### config.mk
export PLATFORM = sky130hd
export DESIGN_NAME = stable_priority_queue_flat
export DESIGN_NICKNAME = d
export VERILOG_FILES = /design/src/hdl/spq_pkg.sv /design/src/hdl/spq_if.sv /design/src/hdl/spq_cell.sv /design/src/hdl/stable_priority_queue.sv /design/src/flat_wrapper.sv
export SDC_FILE = /design/constraint.sdc
export NUM_CORES = 1
export LEC_CHECK = 0
export BUFFER_PORTS_ARGS = -buffer_cell sky130_fd_sc_hd__clkbuf_2
export CORE_UTILIZATION = 57
export CTS_BUF_LIST = sky130_fd_sc_hd__clkbuf_2 sky130_fd_sc_hd__clkbuf_4 sky130_fd_sc_hd__clkbuf_8
export DETAILED_ROUTE_END_ITERATION = 6
export PLACE_DENSITY = 0.74
export SLEW_MARGIN = 20
export SYNTH_ARGS = -nofsm -noshare
export SYNTH_HDL_FRONTEND = slang
export SYNTH_SLANG_ARGS = --single-unit
### constraint.sdc
create_clock -name clock -period 4.7 [get_ports clock]
set_input_delay 0.705 -clock clock [delete_from_list [all_inputs] [get_ports clock]]
set_output_delay 0.705 -clock clock [all_outputs]
set_load 0.05 [all_outputs]
### src/hdl/spq_pkg.sv
// Shared types and constants for the stable priority queue.
`timescale 1ns / 1ps
`default_nettype none
package spq_pkg;

   localparam int DEPTH_DEFAULT    = 16;
   localparam int TAG_BITS_DEFAULT = 16;
   localparam int OCC_BITS_DEFAULT = $clog2(DEPTH_DEFAULT + 1);
   localparam int LEVEL_BITS       = 4;
   localparam int STATUS_BITS      = 3;

   localparam logic [LEVEL_BITS-1:0] LEVEL_MIN = 4'd1;
   localparam logic [LEVEL_BITS-1:0] LEVEL_MAX = 4'd10;

   localparam logic OP_INSERT = 1'b0;
   localparam logic OP_REMOVE = 1'b1;

   typedef enum logic [STATUS_BITS-1:0] {
      ST_INSERTED = 3'd0,
      ST_SERVED   = 3'd1,
      ST_EMPTY    = 3'd2,
      ST_FULL     = 3'd3,
      ST_INVALID  = 3'd4
   } status_type;

   // Command broadcast to every cell of the chain
   typedef struct packed {
      logic                  ins;
      logic                  rem;
      logic [LEVEL_BITS-1:0] level;
   } cmd_type;

endpackage
`default_nettype wire

### src/hdl/spq_if.sv
// Request and response channel interfaces of the stable priority queue.
`timescale 1ns / 1ps
`default_nettype none
interface spq_req_if #(
   parameter int TAG_BITS = spq_pkg::TAG_BITS_DEFAULT
);
   logic                            valid;
   logic                            ready;
   logic                            operation;
   logic [spq_pkg::LEVEL_BITS-1:0]  level;
   logic [TAG_BITS-1:0]             tag;

   modport source (output valid, operation, level, tag, input ready);
   modport sink   (input valid, operation, level, tag, output ready);
endinterface

interface spq_rsp_if #(
   parameter int TAG_BITS = spq_pkg::TAG_BITS_DEFAULT,
   parameter int OCC_BITS = spq_pkg::OCC_BITS_DEFAULT
);
   logic                            valid;
   logic                            ready;
   logic [spq_pkg::STATUS_BITS-1:0] status;
   logic [TAG_BITS-1:0]             served_tag;
   logic [spq_pkg::LEVEL_BITS-1:0]  served_level;
   logic [OCC_BITS-1:0]             occupancy;

   modport source (output valid, status, served_tag, served_level, occupancy, input ready);
   modport sink   (input valid, status, served_tag, served_level, occupancy, output ready);
endinterface
`default_nettype wire

### src/hdl/spq_cell.sv
// One slot of the sorted register chain.
`timescale 1ns / 1ps
`default_nettype none
module spq_cell #(
   parameter int TAG_BITS = spq_pkg::TAG_BITS_DEFAULT
) (
   input  wire                            clock,
   input  wire                            reset,
   input  wire spq_pkg::cmd_type          cmd,
   input  wire                            prev_ge,
   input  wire [spq_pkg::LEVEL_BITS-1:0]  prev_level,
   input  wire [TAG_BITS-1:0]             prev_tag,
   input  wire [spq_pkg::LEVEL_BITS-1:0]  next_level,
   input  wire [TAG_BITS-1:0]             next_tag,
   input  wire [TAG_BITS-1:0]             new_tag,
   output logic                           ge,
   output logic [spq_pkg::LEVEL_BITS-1:0] level,
   output logic [TAG_BITS-1:0]            tag
);

   logic [spq_pkg::LEVEL_BITS-1:0] level_ff, level_in;
   logic [TAG_BITS-1:0]            tag_ff, tag_in;

   // Level zero marks an empty slot; equal severity stays ahead of the newcomer
   assign ge = (level_ff != '0) && (level_ff >= cmd.level);

   always_comb begin
      level_in = level_ff;
      tag_in   = tag_ff;
      if (cmd.ins && !ge) begin
         if (prev_ge) begin
            level_in = cmd.level;
            tag_in   = new_tag;
         end else begin
            level_in = prev_level;
            tag_in   = prev_tag;
         end
      end else if (cmd.rem) begin
         level_in = next_level;
         tag_in   = next_tag;
      end
   end

   always_ff @(posedge clock) begin
      if (reset) begin
         level_ff <= '0;
      end else begin
         level_ff <= level_in;
      end
      tag_ff <= tag_in;
   end

   assign level = level_ff;
   assign tag   = tag_ff;

endmodule
`default_nettype wire

### src/hdl/stable_priority_queue.sv
// Top level of the stable priority queue: command decode, cell chain, response register.
`timescale 1ns / 1ps
`default_nettype none
// Bounded priority queue of DEPTH entries kept sorted by descending severity (1 to 10)
// in a chain of cells, slot 0 being the head. An insert transaction places its tag
// behind every held entry of equal or higher severity, so equal severities leave in
// arrival order; a remove transaction returns the head and every cell takes its
// right neighbor. Each request transaction yields exactly one response transaction
// carrying status, the served entry (zero unless served) and the occupancy after the
// operation. Every cell compares against the broadcast severity and shifts in the
// same cycle, so a new request is taken every cycle while the response register is
// empty or being drained; the response register is the only thing that can hold the
// request side back.
module stable_priority_queue #(
   parameter int DEPTH    = spq_pkg::DEPTH_DEFAULT,
   parameter int TAG_BITS = spq_pkg::TAG_BITS_DEFAULT
) (
   input wire         clock,
   input wire         reset,
   spq_req_if.sink    req,
   spq_rsp_if.source  rsp
);

   localparam int OCC_BITS = $clog2(DEPTH + 1);

   logic [OCC_BITS-1:0] count_ff, count_in;

   logic                            rsp_valid_ff;
   spq_pkg::status_type             status_ff, status_in;
   logic [TAG_BITS-1:0]             served_tag_ff, served_tag_in;
   logic [spq_pkg::LEVEL_BITS-1:0]  served_level_ff, served_level_in;
   logic [OCC_BITS-1:0]             occupancy_ff;

   logic                   accept;
   logic                   lvl_bad;
   logic                   full;
   logic                   empty;
   spq_pkg::cmd_type       cmd;

   logic                           ge_w    [DEPTH];
   logic [spq_pkg::LEVEL_BITS-1:0] level_w [DEPTH];
   logic [TAG_BITS-1:0]            tag_w   [DEPTH];

   // Take a new request whenever the response register is free or being emptied
   assign req.ready = !rsp_valid_ff || rsp.ready;
   assign accept    = req.valid && req.ready;

   assign lvl_bad = (req.level < spq_pkg::LEVEL_MIN) || (req.level > spq_pkg::LEVEL_MAX);
   assign full    = (count_ff == OCC_BITS'(DEPTH));
   assign empty   = (count_ff == '0);

   // Decode the transaction; the severity check wins over the full check
   always_comb begin
      cmd.ins         = 1'b0;
      cmd.rem         = 1'b0;
      cmd.level       = req.level;
      count_in        = count_ff;
      status_in       = spq_pkg::ST_INSERTED;
      served_tag_in   = '0;
      served_level_in = '0;
      if (req.operation == spq_pkg::OP_INSERT) begin
         if (lvl_bad) begin
            status_in = spq_pkg::ST_INVALID;
         end else if (full) begin
            status_in = spq_pkg::ST_FULL;
         end else begin
            cmd.ins  = accept;
            count_in = count_ff + OCC_BITS'(1);
         end
      end else begin
         if (empty) begin
            status_in = spq_pkg::ST_EMPTY;
         end else begin
            cmd.rem         = accept;
            count_in        = count_ff - OCC_BITS'(1);
            status_in       = spq_pkg::ST_SERVED;
            served_tag_in   = tag_w[0];
            served_level_in = level_w[0];
         end
      end
   end

   // Chain of cells: insert pulls from the left neighbor, remove from the right
   genvar gi;
   generate
      for (gi = 0; gi < DEPTH; gi++) begin : g_cell
         logic                           p_ge;
         logic [spq_pkg::LEVEL_BITS-1:0] p_level;
         logic [TAG_BITS-1:0]            p_tag;
         logic [spq_pkg::LEVEL_BITS-1:0] n_level;
         logic [TAG_BITS-1:0]            n_tag;

         if (gi == 0) begin : g_head
            assign p_ge    = 1'b1;
            assign p_level = '0;
            assign p_tag   = '0;
         end else begin : g_body
            assign p_ge    = ge_w[gi-1];
            assign p_level = level_w[gi-1];
            assign p_tag   = tag_w[gi-1];
         end

         // The slot vacated by a remove is cleared
         if (gi == DEPTH - 1) begin : g_tail
            assign n_level = '0;
            assign n_tag   = '0;
         end else begin : g_inner
            assign n_level = level_w[gi+1];
            assign n_tag   = tag_w[gi+1];
         end

         spq_cell #(
            .TAG_BITS (TAG_BITS)
         ) u_cell (
            .clock      (clock),
            .reset      (reset),
            .cmd        (cmd),
            .prev_ge    (p_ge),
            .prev_level (p_level),
            .prev_tag   (p_tag),
            .next_level (n_level),
            .next_tag   (n_tag),
            .new_tag    (req.tag),
            .ge         (ge_w[gi]),
            .level      (level_w[gi]),
            .tag        (tag_w[gi])
         );
      end
   endgenerate

   // Hold count and the response register; advance on accept, drop on drain
   always_ff @(posedge clock) begin
      if (reset) begin
         count_ff     <= '0;
         rsp_valid_ff <= 1'b0;
      end else begin
         if (accept) begin
            count_ff     <= count_in;
            rsp_valid_ff <= 1'b1;
         end else if (rsp.ready) begin
            rsp_valid_ff <= 1'b0;
         end
      end
      if (accept) begin
         status_ff       <= status_in;
         served_tag_ff   <= served_tag_in;
         served_level_ff <= served_level_in;
         occupancy_ff    <= count_in;
      end
   end

   assign rsp.valid        = rsp_valid_ff;
   assign rsp.status       = status_ff;
   assign rsp.served_tag   = served_tag_ff;
   assign rsp.served_level = served_level_ff;
   assign rsp.occupancy    = occupancy_ff;

endmodule
`default_nettype wire
### src/flat_wrapper.sv
// flat-port wrapper written by rule: the top's interface ports become plain ports
module stable_priority_queue_flat 
#(
   parameter int DEPTH    = spq_pkg::DEPTH_DEFAULT,
   parameter int TAG_BITS = spq_pkg::TAG_BITS_DEFAULT
)
  (clock, reset, req_valid, req_operation, req_level, req_tag, req_ready, rsp_valid, rsp_status, rsp_served_tag, rsp_served_level, rsp_occupancy, rsp_ready);
  spq_req_if #(.TAG_BITS(TAG_BITS)) req_i ();
  spq_rsp_if #(.TAG_BITS(TAG_BITS)) rsp_i ();
  input wire clock;
  input wire reset;
  input wire logic [$bits(req_i.valid)-1:0] req_valid;
  input wire logic [$bits(req_i.operation)-1:0] req_operation;
  input wire logic [$bits(req_i.level)-1:0] req_level;
  input wire logic [$bits(req_i.tag)-1:0] req_tag;
  output wire logic [$bits(req_i.ready)-1:0] req_ready;
  output wire logic [$bits(rsp_i.valid)-1:0] rsp_valid;
  output wire logic [$bits(rsp_i.status)-1:0] rsp_status;
  output wire logic [$bits(rsp_i.served_tag)-1:0] rsp_served_tag;
  output wire logic [$bits(rsp_i.served_level)-1:0] rsp_served_level;
  output wire logic [$bits(rsp_i.occupancy)-1:0] rsp_occupancy;
  input wire logic [$bits(rsp_i.ready)-1:0] rsp_ready;
  assign req_i.valid = req_valid;
  assign req_i.operation = req_operation;
  assign req_i.level = req_level;
  assign req_i.tag = req_tag;
  assign req_ready = req_i.ready;
  assign rsp_valid = rsp_i.valid;
  assign rsp_status = rsp_i.status;
  assign rsp_served_tag = rsp_i.served_tag;
  assign rsp_served_level = rsp_i.served_level;
  assign rsp_occupancy = rsp_i.occupancy;
  assign rsp_i.ready = rsp_ready;
  stable_priority_queue #(.DEPTH(DEPTH), .TAG_BITS(TAG_BITS)) u_core (.clock(clock), .reset(reset), .req(req_i), .rsp(rsp_i));
endmodule
==> results of run 1 <==
==> metrics by stage <==
step / setup slack [ps] / area, um2 / utilization, %
6_report: 1570 / 22200 / 63.5
3_5_place_dp: 1010 / 21000 / 60.1
3_3_place_gp: 1140 / 21000 / 60.1
2_1_floorplan: 1000 / 20400 / -
4_1_cts: 1510 / 22100 / 63.4
5_1_grt: 1340 / 22200 / 63.5
==> worst min path at each step <==
| stage | from | to | slack (ps) | cells after the start |
|---|---|---|---|---|
| after floorplan | u_core.g_cell[15].u_cell.level[0] | u_core.g_cell[14].u_cell.level[0] | 480 | 2 |
| after global placement | u_core.g_cell[15].u_cell.level[1] | u_core.g_cell[14].u_cell.level[1] | 520 | 2 |
| after detailed placement | u_core.count_ff[1] | u_core.count_ff[1] | 530 | 2 |
| after CTS | req_valid | u_core.rsp.valid | 300 | 3 |
| after global routing | req_valid | u_core.rsp.valid | 330 | 3 |
| final | req_valid | u_core.rsp.valid | 340 | 3 |
==> cell families (layout without fill, tap and decap cells) <==
group	count (synthesis)	in the layout
buf+inv	205	262
fa+ha+maj	66	66
xor+xnor	2	2
mux	281	281
compound gates	685	685
flops	354	354
simple gates	333	333
==> cell type report <==
cell class	count	area, um2
Timing Repair Buffer	116	793
Inverter	36	135
Clock inverter	20	87.6
Sequential cell	354	9930
Multi-Input combinational cell	1367	9580
Clock buffer	90	1060
Fill cell	2774	12700
Tap cell	455	569
==> worst max-delay path: stages, from the launching register on <==
cell and delay, ps:
dfxtp_1 450, inv_1 70, ha_1 270, nand4bb_1 180
nand4b_1 230, nor2_4 370, buf_4 340, nand2_1 90
buf_4 210, nand2_1 530
==> flip-flops by register name (all words and copies together) (netlist names) <==
register,count
u_core.count_ff,5
u_core.g_cell.u_cell.level,64
u_core.g_cell.u_cell.tag,256
u_core.rsp.occupancy,5
u_core.rsp.served_level,4
u_core.rsp.served_tag,16
u_core.rsp.status,3
u_core.rsp.valid,1
==> synth_stat cells (11+ instances only) <==
library cell  number  area, um2
o21ai_0          474       2370
edfxtp_1         284       8530
mux2i_1          249       2490
clkbuf_1         109        409
nand2_1          102        383
dfxtp_1           70       1400
ha_1              66        826
nor2_1            61        229
nor4_1            50        313
a21oi_1           43        215
a311oi_1          34        298
buf_2             34        170
inv_1             34        128
o21a_1            27        203
mux2_2            26        293
nor3_1            23        115
and3_1            22        138
a211oi_1          19        143
nand2b_1          19        119
o21ai_1           18       90.1
buf_4             16        120
nor4b_1           11       96.3
or3_1             11       68.8
==> power groups by stage <==
stage	Sequential [mW]	Clock, mW	Combinational, mW
6_report	4.22	2.74	2.00
5_1_grt	4.26	2.91	2.20
4_1_cts	4.22	2.78	1.97
3_5_place_dp	4.28	0	1.96
3_3_place_gp	4.27	0	1.88
2_1_floorplan	4.30	0	1.39
==> metal layers <==
metal  global-route usage, %  vias to the layer above
li1                        -                     7417
met1                    39.2                     8092
met2                    46.1                      538
met3                    4.20                       75
met4                    8.86                        2
met5                       0                        -
==> impl_metrics.env, run 1 <==
export IMPL_outcome="finished, final reports clean"
export IMPL_core_area_um2=34900
export IMPL_power_mw=8.96
export IMPL_arrival_ps=3410
export IMPL_r2r_setup_slack_ps=1570
export IMPL_postCtsSetupRepairBufs=0
export IMPL_cts_tree="yes"
export IMPL_final_min_clock_period_ps=3130
export IMPL_power_density_nw_per_um2=404
export IMPL_worst_setup_path_type="register to register"
export IMPL_wl_per_cell_um=21.1
export IMPL_power_net_switching_mw=2.87
export IMPL_synth_compound_area_share_pct=20.1
export IMPL_insertion_delay_ps=670
export IMPL_p_int_mw=6.09
export IMPL_antenna_found_initial=1
export IMPL_cts_made_buffers=59
export IMPL_synth_top_family_by_area="compound AO/OA/AOI/OAI gates"
export IMPL_ios=55
export IMPL_most_common_layout_cells="o21ai_0, edfxtp_1, mux2i_1, nand2_1, dfxtp_1"
export IMPL_clock_sinks=354
export IMPL_wl_met2_mm=24.3
export IMPL_cap_violations=0
export IMPL_synth_xor_area_share_pct=0.0860
export IMPL_yosysSeqAreaShare_pct=48.7
export IMPL_relSlewSlack_pct=37.5
export IMPL_worstReg2RegEnd="u_core.g_cell[6].u_cell.tag[3]"
export IMPL_synth_adder_area_share_pct=4.05
export IMPL_synthMuxAreaShare_pct=14.0
export IMPL_grt_pass1_vias=16140
export IMPL_grt_setup_unrepaired="false"
export IMPL_p_leak_nw=8.87
export IMPL_diodes=0
export IMPL_grt_pass1_wl_mm=83.9
export IMPL_syn_area_um2=20400
export IMPL_dp_hpwl_mm=35.0
export IMPL_drv_slew=0
export IMPL_dieHeight_um=191
export IMPL_fin_skew_ps=27.4
export IMPL_drtIter0Drc=1598
export IMPL_ctsResizeCount=0
export IMPL_grt_max_degree=112
export IMPL_drtAntennaViolNets=0
export IMPL_crit_path_end_kind="register"
export IMPL_path_max_fanout=19
export IMPL_vias=16124
export IMPL_hold_ws_ps=339
export IMPL_vias_per_cell=6.61
export IMPL_worst_pin_slew_ps=928
export IMPL_syn_num_nets=2017
export IMPL_htree_levels=2
export IMPL_numPortBuffers=54
export IMPL_gp_congestion=0.884
export IMPL_syn_area_per_cell_um2=10.6
export IMPL_drc=0
export IMPL_nNetsFinal=2025
export IMPL_swShare_pct=32.0
export IMPL_pwr_share_comb_pct=22.3
export IMPL_ys_types=63
export IMPL_grt_use_total_pct=28.4
export IMPL_synth_edf_count=284
export IMPL_max_freq_ghz=0.320
export IMPL_r2r_worst_path_cells=9
export IMPL_ctsLongestPathBuffers=3
export IMPL_fp_row_count=68
export IMPL_ctsHoldBuffers=0
export IMPL_ys_ff_latch=354
export IMPL_worstSetupStartpoint="u_core.count_ff[0]"
export IMPL_wl_met3_mm=2.92
export IMPL_synth_top_flop_cell="edfxtp_1"
export IMPL_final_common_cell="o21ai_0"
export IMPL_clkPwrFrac_pct=30.6
export IMPL_routed_top_layer="met5"
export IMPL_fin_crit_sh_pct=66.5
export IMPL_wl_met1_mm=23.2
export IMPL_initial_utilization_pct=58.4
export IMPL_cts_root_buf="clkbuf_8"
export IMPL_finalSetupViolCount=0
export IMPL_instances_no_fill=2438
export IMPL_dp_cells=2327
export IMPL_syn2layout_area_growth_pct=8.80
export IMPL_hold_class="input pin to register"
export IMPL_critPathRequiredTime_ps=4980
export IMPL_r2r_start="u_core.count_ff[0]"
export IMPL_yosysWarnings=0
export IMPL_ir_drop_mv=0.362
export IMPL_synthArstFlopShare_pct=0
export IMPL_power_frac_seq_pct=47.1
export IMPL_syn_inst=1926
export IMPL_drive_gt1_share_pct=13.4
export IMPL_start_kind="register"
export IMPL_synth_simple_area_share_pct=8.42
export IMPL_drt_pass1_iter_count=6
export IMPL_path_clk_slew_ps=60
export IMPL_grt_remaining_overflow=0
export IMPL_final_hold_viol_count=0
export IMPL_tns_ps=0
export IMPL_fp_dieArea_um2=36500
export IMPL_finalWirelength_mm=51.4
export IMPL_crit_end="u_core.g_cell[6].u_cell.tag[3]"
export IMPL_die_w_um=191
Note: power is estimated with default switching activity, not from simulation.
==> inputs of run 2 (changes only) <==
Clock period 4.7 ns to 3.3 ns, I/O delays scaled along.
==> run 2 against run 1 <==
  * Non-clock buffer count is 42 higher
  * Cell area is 1.5% higher
  * Routed wire length down 0.20%
  * Largest cell class unchanged
  * Critical path depth down 4
  * Critical path type unchanged
  * Worst hold slack worse by 210 ps
  * Largest power group unchanged
  * Setup slack worse by 1100 ps
  * Power increased by 43%
  * Sequential cell count unchanged
==> impl_metrics.env, run 2 (same netlist as run 1, synthesis figures left out) <==
export IMPL_antenna_found_initial=0
export IMPL_htree_levels=2
export IMPL_r2r_setup_slack_ps=450
export IMPL_largest_reg_flops=256
export IMPL_min_delay_start="req_valid"
export IMPL_drv_slew=0
export IMPL_fin_area_um2=22500
export IMPL_initial_utilization_pct=58.4
export IMPL_final_min_clock_period_ps=2850
export IMPL_critPathRequiredTime_ps=3570
export IMPL_min_to="u_core.rsp.valid"
export IMPL_dp_cells=2370
export IMPL_ir_drop_mv=0.433
export IMPL_insertion_delay_ps=650
export IMPL_ctsLongestPathBuffers=3
export IMPL_dieHeight_um=191
export IMPL_ios=55
export IMPL_relSlewSlack_pct=23.6
export IMPL_dp_hpwl_mm=35.1
export IMPL_power_density_nw_per_um2=568
export IMPL_cts_made_buffers=60
export IMPL_path_clk_slew_ps=70
export IMPL_drt_pass1_iter_count=6
export IMPL_r2r_worst_path_cells=5
export IMPL_tns_ps=0
export IMPL_grt_use_total_pct=28.3
export IMPL_drtIter0Drc=1411
export IMPL_outcome="finished, final reports clean"
export IMPL_start_kind="register"
export IMPL_fin_crit_sh_pct=86.4
export IMPL_final_hold_viol_count=0
export IMPL_worstPathCellList="inv_1, ha_1, or4b_4, nand4_4, nand2_1"
export IMPL_grt_pass1_wl_mm=84.1
export IMPL_path_buf_inv=1
export IMPL_grt_remaining_overflow=0
export IMPL_worst_setup_path_type="register to register"
export IMPL_worst_pin_slew_ps=1120
export IMPL_wl_per_cell_um=20.6
export IMPL_crit_path_end_kind="register"
export IMPL_hold_class="input pin to register"
export IMPL_nNetsFinal=2068
export IMPL_cpMaxStageDelayCell="nand2_1"
export IMPL_final_common_cell="o21ai_0"
export IMPL_r2r_start="u_core.count_ff[0]"
export IMPL_grt_pass1_vias=16142
export IMPL_vias_per_cell=6.51
export IMPL_hold_depth=3
export IMPL_drtAntennaViolNets=0
export IMPL_max_freq_ghz=0.351
export IMPL_fin_skew_ps=24.0
export IMPL_die_w_um=191
export IMPL_vias=16161
export IMPL_cap_violations=0
export IMPL_cts_tree="yes"
export IMPL_cpLargestDelayFamily="simple AND/OR/NAND/NOR gates"
export IMPL_drc=0
export IMPL_n_fill_cell=2755
export IMPL_cts_root_buf="clkbuf_8"
export IMPL_grt_setup_unrepaired="false"
export IMPL_drive_gt1_share_pct=15.2
export IMPL_postCtsSetupRepairBufs=0
export IMPL_clock_sinks=354
export IMPL_grt_max_degree=208
export IMPL_core_area_um2=34900
export IMPL_final_util_pct=64.5
export IMPL_numPortBuffers=54
export IMPL_instances_no_fill=2484
export IMPL_fp_dieArea_um2=36500
export IMPL_p_leak_nw=9.09
export IMPL_max_stage_delay_ps=770
export IMPL_worstReg2RegEnd="u_core.g_cell[10].u_cell.tag[7]"
export IMPL_finalWirelength_mm=51.3
export IMPL_place_area_um2=21400
export IMPL_most_common_layout_cells="o21ai_0, edfxtp_1, mux2i_1, nand2_1, buf_4"
export IMPL_ctsResizeCount=0
export IMPL_syn2layout_area_growth_pct=10.5
export IMPL_finalSetupViolCount=0
export IMPL_fp_row_count=68
export IMPL_arrival_ps=3130
export IMPL_gp_congestion=0.866
export IMPL_ctsHoldBuffers=0
export IMPL_path_max_fanout=23
[run 2: where the power goes]
part	leakage [nW]	internal (mW)	total, mW	switching [mW]
clock	0.603	1.93	3.82	1.89
combinational	5.24	1.07	2.95	1.88
sequential	3.25	5.66	6.00	0.345
[run 2: metrics by stage]
step	hold slack, ps	setup WS [ps]	power, mW
4_1_cts	90.9	476	12.8
6_report	131	449	12.8
5_1_grt	113	292	13.4
3_5_place_dp	519	228	8.99
3_3_place_gp	511	296	8.86
2_1_floorplan	484	55.0	8.09
[run 2: how the worst max path moves through the flow]
stage	start	to	depth (start not counted)
global route	u_core.count_ff[0]	u_core.g_cell[10].u_cell.tag[9]	5
CTS	u_core.count_ff[0]	u_core.g_cell[5].u_cell.level[2]	8
floorplan	req_level[2]	u_core.g_cell[7].u_cell.tag[0]	10
detailed placement	req_level[0]	u_core.g_cell[9].u_cell.tag[4]	9
global placement	req_level[0]	u_core.g_cell[15].u_cell.tag[7]	8
finish	u_core.count_ff[0]	u_core.g_cell[10].u_cell.tag[7]	5
[run 2: worst min-delay path, cell delays in order]
cell      delay (ps)
clkbuf_2         120
inv_1             60
a21oi_1           50
[run 2: routing by layer]
layer	vias to the layer above	GRT usage, %	share of wire [%]
met1	8040	39.0	45
met5	-	0	0
met2	534	46.5	48
li1	7513	-	-
met4	0	8.68	1.8
met3	74	3.73	5.2
[run 2: layout make-up]
| class | instances | area (um2) | share of cell area [%] |
|---|---|---|---|
| Clock buffer | 80 | 976 | 4.34 |
| Tap cell | 455 | 569 | 2.53 |
| Sequential cell | 354 | 9930 | 44.1 |
| Clock inverter | 33 | 156 | 0.695 |
| Inverter | 36 | 136 | 0.606 |
| Timing Repair Buffer | 158 | 1180 | 5.23 |
| Antenna cell | 1 | 2.50 | 0.0111 |
| Multi-Input combinational cell | 1367 | 9560 | 42.5 |
